## src/sv/pfcd_pkg.sv

```systemverilog
`timescale 1ns / 1ps
// Shared types, widths and the per-stage step of the root/division pipeline.
// Used by every design module of the pair force engine; depends on nothing.
package pfcd_pkg;

    localparam int PW   = 24;   // input field width
    localparam int DW   = 25;   // signed difference width
    localparam int MW   = 24;   // magnitude of a difference
    localparam int SQW  = 48;   // square of one component
    localparam int SUMW = 50;   // sum of three squares
    localparam int R2W  = 46;   // r2 and rc2 inside the cutoff
    localparam int RQW  = 23;   // integer square root
    localparam int CRW  = 23;   // cutoff register
    localparam int GW   = 16;   // damping gain register
    localparam int GSH  = 12;   // gain fraction bits
    localparam int DMW  = 28;   // damping magnitude
    localparam int TQW  = 40;   // 1 - r2/rc2 quotient
    localparam int TSH  = 9;    // low bits of t shifted into the m division
    localparam int MQW  = 33;   // m quotient
    localparam int UQW  = 31;   // unit vector quotient
    localparam int USH  = 30;   // unit vector fraction bits
    localparam int CMW  = MQW + UQW - USH;
    localparam int AW   = CMW + 2;
    localparam int E1W  = 43;
    localparam int E2W  = 42;
    localparam int E3W  = 44;
    localparam int EW   = E3W + 2;
    localparam int FW   = 32;
    localparam int AD_W = 3;
    localparam int DATW = 32;

    // stage schedule of the core
    localparam int SQ_N  = RQW;
    localparam int T_N   = TQW;
    localparam int M_AT  = T_N;
    localparam int M_BEG = M_AT + 1;
    localparam int M_N   = MQW;
    localparam int U_BEG = SQ_N;
    localparam int U_N   = UQW;
    localparam int E1_N  = E1W;
    localparam int E2_N  = E2W;
    localparam int E3_N  = E3W;
    localparam int NC    = M_BEG + M_N;

    localparam logic [FW-1:0] S32_MAX = 32'h7FFF_FFFF;
    localparam logic [FW-1:0] S32_MIN = 32'h8000_0000;
    localparam logic [CRW-1:0] CUTOFF_RST = 23'd4194304;
    localparam logic [GW-1:0]  GAIN_RST   = 16'd0;

    typedef enum logic [0:0] {
        REG_CUTOFF = 1'b0,
        REG_GAIN   = 1'b1
    } t_reg;

    typedef struct packed {
        logic [2:0][PW-1:0] pa;
        logic [2:0][PW-1:0] pb;
        logic [2:0][PW-1:0] va;
        logic [2:0][PW-1:0] vb;
    } t_pair;

    typedef struct packed {
        logic                in_cut;
        logic                zero;
        logic [R2W-1:0]      r2;
        logic [2:0]          dsgn;
        logic [2:0][MW-1:0]  dmag;
        logic [2:0]          vsgn;
        logic [2:0][DMW-1:0] damp;
        logic [RQW+1:0]      sq_rem;
        logic [RQW-1:0]      sq_root;
        logic [R2W-1:0]      t_rem;
        logic [TQW-1:0]      t_q;
        logic                m_sat;
        logic [R2W-1:0]      m_rem;
        logic [MQW-1:0]      m_q;
        logic [2:0][RQW-1:0] u_rem;
        logic [2:0][UQW-1:0] u_q;
        logic [RQW-1:0]      e1_rem;
        logic [E1W-1:0]      e1_q;
        logic [R2W-1:0]      e2_rem;
        logic [E2W-1:0]      e2_q;
        logic [CRW-1:0]      e3_rem;
        logic [E3W-1:0]      e3_q;
    } t_core;

    typedef struct packed {
        logic [2:0][FW-1:0] force_v;
        logic [FW-1:0]      energy;
        logic               in_range;
        logic               clip;
    } t_res;

    // One pipeline stage: one root digit, one quotient bit of each division in flight.
    function automatic t_core f_core_step(input int k, input t_core s,
                                          input logic [R2W-1:0] c2,
                                          input logic [CRW-1:0] cr);
        t_core          o;
        logic [RQW+3:0] sq_w;
        logic [RQW+3:0] sq_try;
        logic [R2W:0]   w_wide;
        logic [RQW:0]   w_nar;
        logic [CRW:0]   w_cr;
        int             i;
        int             p;
        o = s;
        p = (k < SQ_N) ? (SQ_N - 1 - k) : 0;
        i = k - U_BEG;

        if (k < SQ_N) begin
            sq_w   = {s.sq_rem, s.r2[2*p +: 2]};
            sq_try = {2'b00, s.sq_root, 2'b01};
            if (sq_w >= sq_try) begin
                sq_w      = sq_w - sq_try;
                o.sq_root = {s.sq_root[RQW-2:0], 1'b1};
            end else begin
                o.sq_root = {s.sq_root[RQW-2:0], 1'b0};
            end
            o.sq_rem = sq_w[RQW+1:0];
        end

        if (k < T_N) begin
            w_wide = {s.t_rem, 1'b0};
            if (w_wide >= {1'b0, c2}) begin
                w_wide = w_wide - {1'b0, c2};
                o.t_q  = {s.t_q[TQW-2:0], 1'b1};
            end else begin
                o.t_q  = {s.t_q[TQW-2:0], 1'b0};
            end
            o.t_rem = w_wide[R2W-1:0];
        end

        if (k == M_AT) begin
            o.m_sat = ({(R2W+TSH-TQW)'(0), s.t_q} >= {s.r2, TSH'(0)});
            o.m_rem = {(R2W-TQW+TSH)'(0), s.t_q[TQW-1:TSH]};
            o.m_q   = '0;
        end

        if (k >= M_BEG && k < M_BEG + M_N) begin
            w_wide = {s.m_rem, s.t_q[TSH-1]};
            o.t_q  = {s.t_q[TQW-2:0], 1'b0};
            if (w_wide >= {1'b0, s.r2}) begin
                w_wide = w_wide - {1'b0, s.r2};
                o.m_q  = {s.m_q[MQW-2:0], 1'b1};
            end else begin
                o.m_q  = {s.m_q[MQW-2:0], 1'b0};
            end
            o.m_rem = w_wide[R2W-1:0];
        end

        if (k >= U_BEG && k < U_BEG + U_N) begin
            for (int j = 0; j < 3; j++) begin
                w_nar = (i == 0) ? s.dmag[j] : {s.u_rem[j], 1'b0};
                if (w_nar >= {1'b0, s.sq_root}) begin
                    w_nar     = w_nar - {1'b0, s.sq_root};
                    o.u_q[j]  = {s.u_q[j][UQW-2:0], 1'b1};
                end else begin
                    o.u_q[j]  = {s.u_q[j][UQW-2:0], 1'b0};
                end
                o.u_rem[j] = w_nar[RQW-1:0];
            end
        end

        if (k >= U_BEG && k < U_BEG + E1_N) begin
            w_nar = (i == 0) ? (RQW+1)'(1) : {s.e1_rem, 1'b0};
            if (w_nar >= {1'b0, s.sq_root}) begin
                w_nar  = w_nar - {1'b0, s.sq_root};
                o.e1_q = {s.e1_q[E1W-2:0], 1'b1};
            end else begin
                o.e1_q = {s.e1_q[E1W-2:0], 1'b0};
            end
            o.e1_rem = w_nar[RQW-1:0];
        end

        if (k >= U_BEG && k < U_BEG + E2_N) begin
            w_wide = (i == 0) ? {(R2W-RQW)'(0), s.sq_root, 1'b0} : {s.e2_rem, 1'b0};
            if (w_wide >= {1'b0, c2}) begin
                w_wide = w_wide - {1'b0, c2};
                o.e2_q = {s.e2_q[E2W-2:0], 1'b1};
            end else begin
                o.e2_q = {s.e2_q[E2W-2:0], 1'b0};
            end
            o.e2_rem = w_wide[R2W-1:0];
        end

        if (k < E3_N) begin
            w_cr = (k == 0) ? (CRW+1)'(1) : {s.e3_rem, 1'b0};
            if (w_cr >= {1'b0, cr}) begin
                w_cr   = w_cr - {1'b0, cr};
                o.e3_q = {s.e3_q[E3W-2:0], 1'b1};
            end else begin
                o.e3_q = {s.e3_q[E3W-2:0], 1'b0};
            end
            o.e3_rem = w_cr[CRW-1:0];
        end
        return o;
    endfunction

endpackage

```

## src/sv/pfcd_cfg.sv

```systemverilog
`timescale 1ns / 1ps
// APB register file: cutoff radius and damping gain, plus registered rc^2.
// Depends on pfcd_pkg.
module pfcd_cfg (
    input  logic                         i_clk,
    input  logic                         i_rst_n,
    input  logic                         psel,
    input  logic                         penable,
    input  logic                         pwrite,
    input  logic [pfcd_pkg::AD_W-1:0]    paddr,
    input  logic [pfcd_pkg::DATW-1:0]    pwdata,
    output logic [pfcd_pkg::DATW-1:0]    prdata,
    output logic                         pready,
    output logic [pfcd_pkg::CRW-1:0]     o_cr,
    output logic [pfcd_pkg::GW-1:0]      o_gain,
    output logic [pfcd_pkg::R2W-1:0]     o_c2
);
    logic [pfcd_pkg::CRW-1:0] r_cr;
    logic [pfcd_pkg::GW-1:0]  r_gain;
    logic [pfcd_pkg::R2W-1:0] r_c2;
    logic [pfcd_pkg::R2W-1:0] n_c2;
    pfcd_pkg::t_reg           w_sel;
    logic                     w_wr;

    assign w_sel = pfcd_pkg::t_reg'(paddr[2]);
    assign w_wr  = psel & penable & pwrite;
    assign pready = 1'b1;
    assign n_c2 = {(pfcd_pkg::R2W-pfcd_pkg::CRW)'(0), r_cr}
                * {(pfcd_pkg::R2W-pfcd_pkg::CRW)'(0), r_cr};

    always_ff @(posedge i_clk) begin
        if (!i_rst_n) begin
            r_cr   <= pfcd_pkg::CUTOFF_RST;
            r_gain <= pfcd_pkg::GAIN_RST;
        end else if (w_wr) begin
            case (w_sel)
                pfcd_pkg::REG_CUTOFF: r_cr   <= pwdata[pfcd_pkg::CRW-1:0];
                pfcd_pkg::REG_GAIN:   r_gain <= pwdata[pfcd_pkg::GW-1:0];
                default: ;
            endcase
        end
    end

    always_ff @(posedge i_clk) begin
        r_c2 <= n_c2;
    end

    always_comb begin
        case (w_sel)
            pfcd_pkg::REG_CUTOFF: prdata = {(pfcd_pkg::DATW-pfcd_pkg::CRW)'(0), r_cr};
            pfcd_pkg::REG_GAIN:   prdata = {(pfcd_pkg::DATW-pfcd_pkg::GW)'(0), r_gain};
            default:              prdata = '0;
        endcase
    end

    assign o_cr   = r_cr;
    assign o_gain = r_gain;
    assign o_c2   = r_c2;
endmodule

```

## config.mk

```make
export PLATFORM = sky130hd
export DESIGN_NAME = pfcd_cfg
export DESIGN_NICKNAME = d
export VERILOG_FILES = /design/src/sv/pfcd_pkg.sv /design/src/sv/pfcd_cfg.sv
export SDC_FILE = /design/constraint.sdc
export NUM_CORES = 1
export LEC_CHECK = 0
export ABC_AREA = 0
export BUFFER_PORTS_ARGS = -buffer_cell sky130_fd_sc_hd__buf_2
export CAP_MARGIN = 30
export CELL_PAD_IN_SITES_DETAIL_PLACEMENT = 1
export CELL_PAD_IN_SITES_GLOBAL_PLACEMENT = 2
export CORE_MARGIN = 4
export CORE_UTILIZATION = 36
export CTS_CLUSTER_DIAMETER = 50
export CTS_CLUSTER_SIZE = 25
export DETAILED_ROUTE_END_ITERATION = 12
export GPL_TIMING_DRIVEN = 0
export PLACE_DENSITY = 0.85
export SYNTH_ARGS = -nofsm -noshare
export SYNTH_HDL_FRONTEND = slang
export SYNTH_SLANG_ARGS = --single-unit
export TNS_END_PERCENT = 5
```

## constraint.sdc

```tcl
create_clock -name i_clk -period 5.8 [get_ports i_clk]
set_input_delay 1.16 -clock i_clk [delete_from_list [all_inputs] [get_ports i_clk]]
set_output_delay 1.16 -clock i_clk [all_outputs]
set_load 0.01 [all_outputs]
```

* Word level (Yosys, flattened, before mapping)
Index checks and enable logic that the tools add are counted.
** Cells by class
- Add/subtract/negate cells :: 0
- Multiply operators :: 1
- Div/mod/pow operators :: 0
- Order comparisons :: 0
- Equality and inequality tests :: 0
- Shift-type cells :: 0
- Multiplexer cells :: 1
- Bitwise gates (word level) :: 3
- Reductions and logical operators :: 2
** Operators by type and width (number)
- case mux 32 bit (2 select lines) :: 1
- multiplier 23 x 23 -> 46 bit :: 1
- AND reduction 2 bit :: 2
- bitwise AND 1 bit :: 2
- NOT 1 bit :: 1
** Word-level totals
- Bits in registers :: 85
- Bits in latches :: 0
- RAM bits :: 0
- Bits in read-only memories :: 0
- Input bits :: 40
- Word-level logic and storage cells :: 10
- Memories :: 0

* Depth between registers and ports, before layout
Gate-level depths: netlist of the first run.
- Depth in word-level cells :: 3
- Depth in mapped cells :: 26
- Mapped depth without buffers :: 24

* Least setup slack after synthesis of the first run
No wires, ideal clock.
- Path type :: register to register
- Start point :: reg r_cr (netlist bit o_cr[9])
- End point :: reg r_c2 (netlist bit o_c2[45])
- Data arrival time :: 6.364 ns
- Data required time :: 5.677 ns
- Slack :: -0.687 ns
- Stages on the path, launching flop included :: 25
- Period minus slack after synthesis :: 6.487 ns
- Cell sequence :: dfxtp_1 -> clkbuf_1 -> clkbuf_1 -> nand2_1 -> fa_1 -> inv_1 -> fa_1 -> inv_1 -> fa_1 -> inv_1 -> fa_1 -> inv_1 -> fa_1 -> inv_1 -> fa_1 -> fa_1 -> ha_1 -> nand2_2 -> o21ai_2 -> a41oi_1 -> a211o_2 -> a21oi_4 -> a41oi_2 -> o31ai_2 -> xnor2_1
** On the way
- Cells in the longest elaborated chain, start to end :: 1
** RTL lines
- from (decl) :: RTL line pfcd_cfg.sv:18 : logic [pfcd_pkg::CRW-1:0] r_cr;
- from (signal assigned) :: RTL line pfcd_cfg.sv:33 : r_cr <= pfcd_pkg::CUTOFF_RST;
- from (signal assigned) :: RTL line pfcd_cfg.sv:37 : pfcd_pkg::REG_CUTOFF: r_cr <= pwdata[pfcd_pkg::CRW-1:0];
- multiplier 23 x 23 -> 46 bit :: RTL line pfcd_cfg.sv:29 : * {(pfcd_pkg::R2W-pfcd_pkg::CRW)'(0), r_cr};
- net n_c2 (one bit) :: RTL line pfcd_cfg.sv:21 : logic [pfcd_pkg::R2W-1:0] n_c2;
- to (signal assigned) :: RTL line pfcd_cfg.sv:45 : r_c2 <= n_c2;
- to (decl) :: RTL line pfcd_cfg.sv:20 : logic [pfcd_pkg::R2W-1:0] r_c2;
The timed path passes the listed nets, and every way through them passes these cells.
A chain may end at the register's enable or synchronous reset.

* Worst setup path after layout of the first run
- Start point :: reg r_cr (netlist bit o_cr[14])
- End point :: reg r_c2 (netlist bit o_c2[39])
The elaborated chain is that of the path after synthesis.

==> results of run 1 <==
## layout by cell type, fill, tap and decap left out, types with 11 or more instances in the layout
cell type  count
nor2b_1       12
a21oi_1       32
fa_2          21
buf_4         93
a21o_1        15
buf_2        134
clkbuf_1      14
a21oi_2       13
mux2_2        13
xnor2_1       27
xor2_1        20
and2_1       103
nor2_1        43
clkbuf_16     32
fa_1         364
buf_6         11
ha_4          14
clkbuf_8      22
inv_1        480
nand2_1      233
nand4_1       16
o21ai_0       13
dfxtp_4       15
dfxtp_1       63
nand3_1       12
conb_1        11
ha_1         156
a21boi_0      38
## layout make-up
type	instances	area, sq um
Fill cell	5626	27200
Multi-Input combinational cell	1289	14600
Inverter	495	1880
Sequential cell	84	1750
Timing Repair Buffer	221	1410
Buffer	88	1160
Tap cell	664	831
Clock buffer	11	243
Clock inverter	5	41.3
Antenna cell	1	2.50
## state kept, by name, summed over array words and instances (netlist names)
| name | count |
|---|---|
| o_gain | 16 |
| o_c2 | 45 |
| o_cr | 23 |
## layer usage
layer | vias to the layer above | global-route usage | part of all wire
met5 | - | 0 | 0
met4 | 0 | 0.0859 | 0.036
met3 | 101 | 0.0352 | 0.050
met2 | 357 | 0.444 | 0.51
met1 | 7418 | 0.304 | 0.40
li1 | 6244 | - | -
## path summary, 6_finish.rpt
kind              startpoint        to  slack [ps]  depth (start not counted)
hold reg to reg      o_cr[0]   o_c2[0]         370                          0
setup reg to reg    o_cr[14]  o_c2[39]        -780                         22
hold / removal       o_cr[0]   o_c2[0]         370                          0
setup / recovery    o_cr[14]  o_c2[39]        -780                         22
## cells in the mapped netlist (3+ instances only)
| library cell | instances | area, sq um |
|---|---|---|
| a31oi_1 | 5 | 31.3 |
| ha_1 | 172 | 2150 |
| fa_1 | 385 | 7710 |
| mux2_2 | 13 | 146 |
| nor3_1 | 8 | 40.0 |
| o21ai_0 | 25 | 125 |
| a21boi_0 | 38 | 285 |
| xnor2_1 | 28 | 245 |
| dfxtp_1 | 84 | 1680 |
| o31ai_2 | 3 | 37.5 |
| and3_1 | 3 | 18.8 |
| and2_1 | 110 | 688 |
| xor2_1 | 23 | 201 |
| nand3_1 | 13 | 65.1 |
| o21bai_1 | 6 | 45.0 |
| inv_1 | 494 | 1850 |
| buf_6 | 4 | 45.0 |
| nor2_1 | 52 | 195 |
| nand4_1 | 16 | 100 |
| nand2b_1 | 4 | 25.0 |
| nand2_1 | 244 | 916 |
| a21oi_2 | 3 | 26.3 |
| a21oi_1 | 48 | 240 |
| buf_1 | 3 | 11.3 |
| a21o_1 | 15 | 113 |
| o21a_1 | 4 | 30.0 |
| nor2b_1 | 13 | 81.3 |
| clkbuf_1 | 61 | 229 |
| buf_4 | 19 | 143 |
## what timing repair did
action                                 CTS  global route
cloned                                   3             0
setup buffers                           78             2
endpoints found under the hold margin    0             0
setup endpoints to repair               37            32
pin swaps                               66            16
resized for setup                      222            25
## power groups by stage
| stage | Sequential (mW) | Clock (mW) | Combinational, mW |
|---|---|---|---|
| 6_report | 0.604 | 0.608 | 0.368 |
| 5_1_grt | 0.606 | 0.647 | 0.398 |
| 4_1_cts | 0.604 | 0.630 | 0.366 |
| 3_5_place_dp | 0.624 | 0 | 0.313 |
| 3_3_place_gp | 0.624 | 0 | 0.307 |
| 2_1_floorplan | 0.627 | 0 | 0.170 |
## metrics by stage
step | hold WS (ps) | total power, mW | cell area, sq um | util | instances
3_5_place_dp | 362 | 0.937 | 19900 | 0.404 | 2758
3_3_place_gp | 359 | 0.931 | 19900 | 0.404 | 2756
6_report | 370 | 1.58 | 21900 | 0.446 | 2858
4_1_cts | 374 | 1.60 | 21800 | 0.444 | 2853
5_1_grt | 385 | 1.65 | 21900 | 0.446 | 2857
2_1_floorplan | 350 | 0.798 | 18400 | - | 1958
## logic make-up after synthesis
logic type | Yosys count | synth area share
AO/OA/AOI/OAI | 178 | 0.0690
XOR/XNOR | 51 | 0.0249
adder cells (fa/ha/maj) | 557 | 0.550
buffers and inverters | 585 | 0.128
flip-flops | 84 | 0.0937
multiplexers | 15 | 0.00927
other | 2 | 0.000419
AND/OR/NAND/NOR | 477 | 0.125
==> results.cfg, run 1 <==
[logic_synthesis]
synth-edff-count = 0
ys_seq_area_frac = 0.0937
synthFlopType = dfxtp_1
synth_area_sq_mm = 0.0179
ys_async_sr_fraction = 0
synth_cells = 1949
synth_cell_types = 69
avgSynthCellArea_sq_um = 9.21
ys_warn_count = 0
synth-seq-cells = 84

[clocking]
clockBufferDepth = 2
cts_tree = built
clk_pin_slew_ps = 80
clockRootBuffer = clkbuf_16
cts_num_sinks = 84
cts_made_buffers = 9
clock_latency_ps = 410
htree_num_levels = 3
ctsHoldBuffers = 0

[global_route]
grt_pass1_vias = 16334
grt_max_degree = 16
grt_antenna_before_repair = 4
grt.total_usage = 0.247
grt-ovfl-total = 0
grt_pass1_wl_um = 98000

[floorplan]
die-area_sq_mm = 0.0535
fp.dieH_um = 231
start_util = 0.365
fp.dieW_um = 231
ios = 158
core_sq_mm = 0.0492
row_count = 81

[sta]
slew_headroom = 0.353
max_freq_mhz = 152
rsz0062_at_grt = yes
setup_slack_ps = -777
post-route-period-util = 1.13
setup_viol_count_final = 26
slew_viol_final = 0
worstMarginPinSlew_ps = 971
fin_crit_ps = 6580
tns_ps = -12930
fin_skew_ps = 17.2
hold_viol_final = 0

[placement]
portBuffers = 134
place_ws_ps = -1710
gp_congestion = 0.960
dp_hpwl_um = 51100

[flow_run]
maxCapViolations = 0

[pwr]
pwr-share-clk = 0.385
power_frac_seq = 0.382
pwr-share-comb = 0.233
peakVddDrop_mv = 0.122
swShare = 0.336
p_leak_nw = 11.5
p_int_mw = 1.05
switchingPower_mw = 0.531
p_per_area_mw_per_mm2 = 72.0

[setup_path]
arrival_ps = 6920
path_delay_family = adder cells
crit_path_cell_trace = clkbuf_16 -> clkbuf_16 -> nand2_1 -> fa_1 -> inv_2 -> fa_1 -> inv_1 -> fa_1 -> inv_1 -> fa_1 -> fa_1 -> fa_1 -> fa_2 -> ha_4 -> and3_4 -> nand4_1 -> buf_4 -> nor4_2 -> a21bo_2 -> a31oi_4 -> o31ai_2 -> xnor2_1
crit_path_max_incr_delay_ps = 550
endpoint_kind = register
cpMaxStageDelayCell = fa_1
crit_path_frequent_cell = fa_1
required_ps = 6140
worst-path-buf-inv = 6
start_kind = register
worstPathMaxFanout = 10
setup.worst_path.class = register to register

[routing]
drc = 0
num_vias = 14120
wirelength_um = 64800
vias_per_cell = 4.94
dr.first_iter.drc_count = 663
wl_per_cell_um = 22.7
antenna_left = 0
drtPass1Iterations = 5

[worst_hold_path]
hold_path.class = register to register

[final_layout]
area_growth_pct = 22.3
layout-drive-gt1-share = 0.223
layout.nets = 2785

[run_status]
violations = setup timing
status = finished, violations left
Power figures use the tool's default switching activity.
==> inputs of run 2 (changes only) <==
PLACE_DENSITY = default   (was 0.85)
PLACE_DENSITY_LB_ADDON = 0.1   (was default)
==> run 2 against run 1 <==
  * Die area is the same
  * Critical path depth shrank 2
  * Critical endpoint unchanged
  * Sequential power is essentially flat
  * Count of clock-buffer cells in the layout is the same
  * Clock skew grew 5.1 ps
  * Utilization grew 0.081 points
  * Hold slack gained 62 ps
  * Combinational power grew 1%
  * The run still ends with setup timing left
  * Wire length grew 2.3%
  * Maximum frequency shrank 0.72%
  * Final cell count grew 0.45%
  * Largest power group unchanged
==> results.cfg, run 2 (synthesized netlist as in run 1, its figures left out) <==
[setup_path]
worstPathMaxFanout = 10
endpoint_kind = register
crit_path_max_incr_delay_ps = 630
required_ps = 6080
crit_path_frequent_cell = fa_2
cpMaxStageDelayCell = fa_2
setup.worst_path.class = register to register
arrival_ps = 6900
crit_path_cell_trace = clkbuf_16 -> clkbuf_16 -> nand2_2 -> inv_1 -> fa_1 -> fa_2 -> fa_1 -> fa_1 -> fa_2 -> fa_2 -> fa_2 -> ha_4 -> and3_4 -> nand4_1 -> o22ai_1 -> nor4_1 -> a21bo_2 -> a31oi_4 -> o31ai_2 -> xnor2_1
start_kind = register
reg2reg_depth = 20

[floorplan]
core_sq_mm = 0.0492
start_util = 0.365
fp.dieW_um = 231
row_count = 81
ios = 158
fp.dieH_um = 231
die-area_sq_mm = 0.0535

[placement]
place_ws_ps = -1730
portBuffers = 134
gp_congestion = 0.874
postPlaceCellArea_sq_mm = 0.0199
dp_hpwl_um = 53900

[routing]
num_vias = 13977
dr.first_iter.drc_count = 603
antenna_left = 0
drc = 0
wl_per_cell_um = 23.1
drtPass1Iterations = 5
vias_per_cell = 4.87
wirelength_um = 66400

[clocking]
clock_latency_ps = 400
clockBufferDepth = 2
cts_num_sinks = 84
htree_num_levels = 3
clk_pin_slew_ps = 80
clockRootBuffer = clkbuf_16
cts_tree = built
cts_made_buffers = 9
ctsHoldBuffers = 0

[global_route]
grt-ovfl-total = 0
grt_pass1_wl_um = 99900
grt.total_usage = 0.255
grt_pass1_vias = 16112
grt_max_degree = 15
grt_antenna_before_repair = 3

[final_layout]
mostFrequentLayoutCells = 479 x inv_1, 362 x fa_1, 234 x nand2_1
largest_reg_flops = 45
final_common_cell = inv_1
area_growth_pct = 22.5
n_fill_cell = 5670
layout-drive-gt1-share = 0.227
layout.nets = 2797
fin_area_sq_mm = 0.0220

[sta]
max_freq_mhz = 151
hold_viol_final = 0
tns_ps = -14940
fin_skew_ps = 22.3
setup_slack_ps = -825
worstMarginPinSlew_ps = 909
slew_viol_final = 0
post-route-period-util = 1.14
fin_hold_ws_ps = 432
fin_crit_ps = 6620
rsz0062_at_grt = yes
setup_viol_count_final = 26
slew_headroom = 0.394

[pwr]
p_per_area_mw_per_mm2 = 74.5
p_leak_nw = 11.6
peakVddDrop_mv = 0.147

[worst_hold_path]
holdPathStages = 0
hold_path.class = register to register

[run_status]
status = finished, violations left
violations = setup timing

[flow_run]
maxCapViolations = 0
==> run 2: layout make-up <==
cell class,count,area [sq um],share of cell area
diodes,2,5.00,0.000228
plain buffers,88,1130,0.0513
clock buffers,11,253,0.0115
clock inverters,5,58.8,0.00268
inverters,495,1880,0.0857
multi-input cells,1289,14500,0.662
flip-flops and latches,84,1750,0.0795
well taps,664,831,0.0378
repair buffers,233,1530,0.0698
==> run 2: final timing paths <==
path | start | to | slack (ps)
worst min register to register | o_cr[0] | o_c2[0] | 430
worst max-delay path | o_cr[9] | o_c2[39] | -820
worst max register to register | o_cr[9] | o_c2[39] | -820
worst min-delay path | o_cr[0] | o_c2[0] | 430
==> run 2: through the flow <==
stage,util,cells,power [mW]
floorplan,-,1958,0.798
global placement,0.404,2756,0.940
detailed placement,0.405,2760,0.947
CTS,0.440,2844,1.66
global route,0.447,2869,1.72
finish,0.447,2871,1.64
==> run 2: metal layers <==
metal  share of wire  wire length (um)  GRT usage
met5               0                 0          0
met4           0.037              2430     0.0915
met3           0.045              2980     0.0415
met2            0.51             33700      0.449
met1            0.41             27300      0.317
==> run 2: report_power, final <==
| part | total (mW) | switching, mW | internal, mW |
|---|---|---|---|
| clock | 0.660 | 0.301 | 0.359 |
| combinational | 0.372 | 0.218 | 0.154 |
| sequential | 0.605 | 0.0148 | 0.590 |
| total | 1.64 | 0.535 | 1.10 |
==> run 2: repair_timing <==
item / 4_1_cts / 5_1_grt
cloned: 1 / 0
gates resized for setup: 194 / 51
pin swaps: 57 / 57
buffers inserted: 67 / 26
endpoints found under the setup margin: 37 / 31
==> run 2: critical path: cells and delay by family, from the launching register on <==
family / cells / cell delay [ps]
buffers and inverters: 3 / 410
and+or+nand+nor: 4 / 720
DFF: 1 / 370
AOI/OAI and AO/OA: 4 / 870
xor gates and xnor gates: 1 / 140
adders and majority gates: 8 / 3990
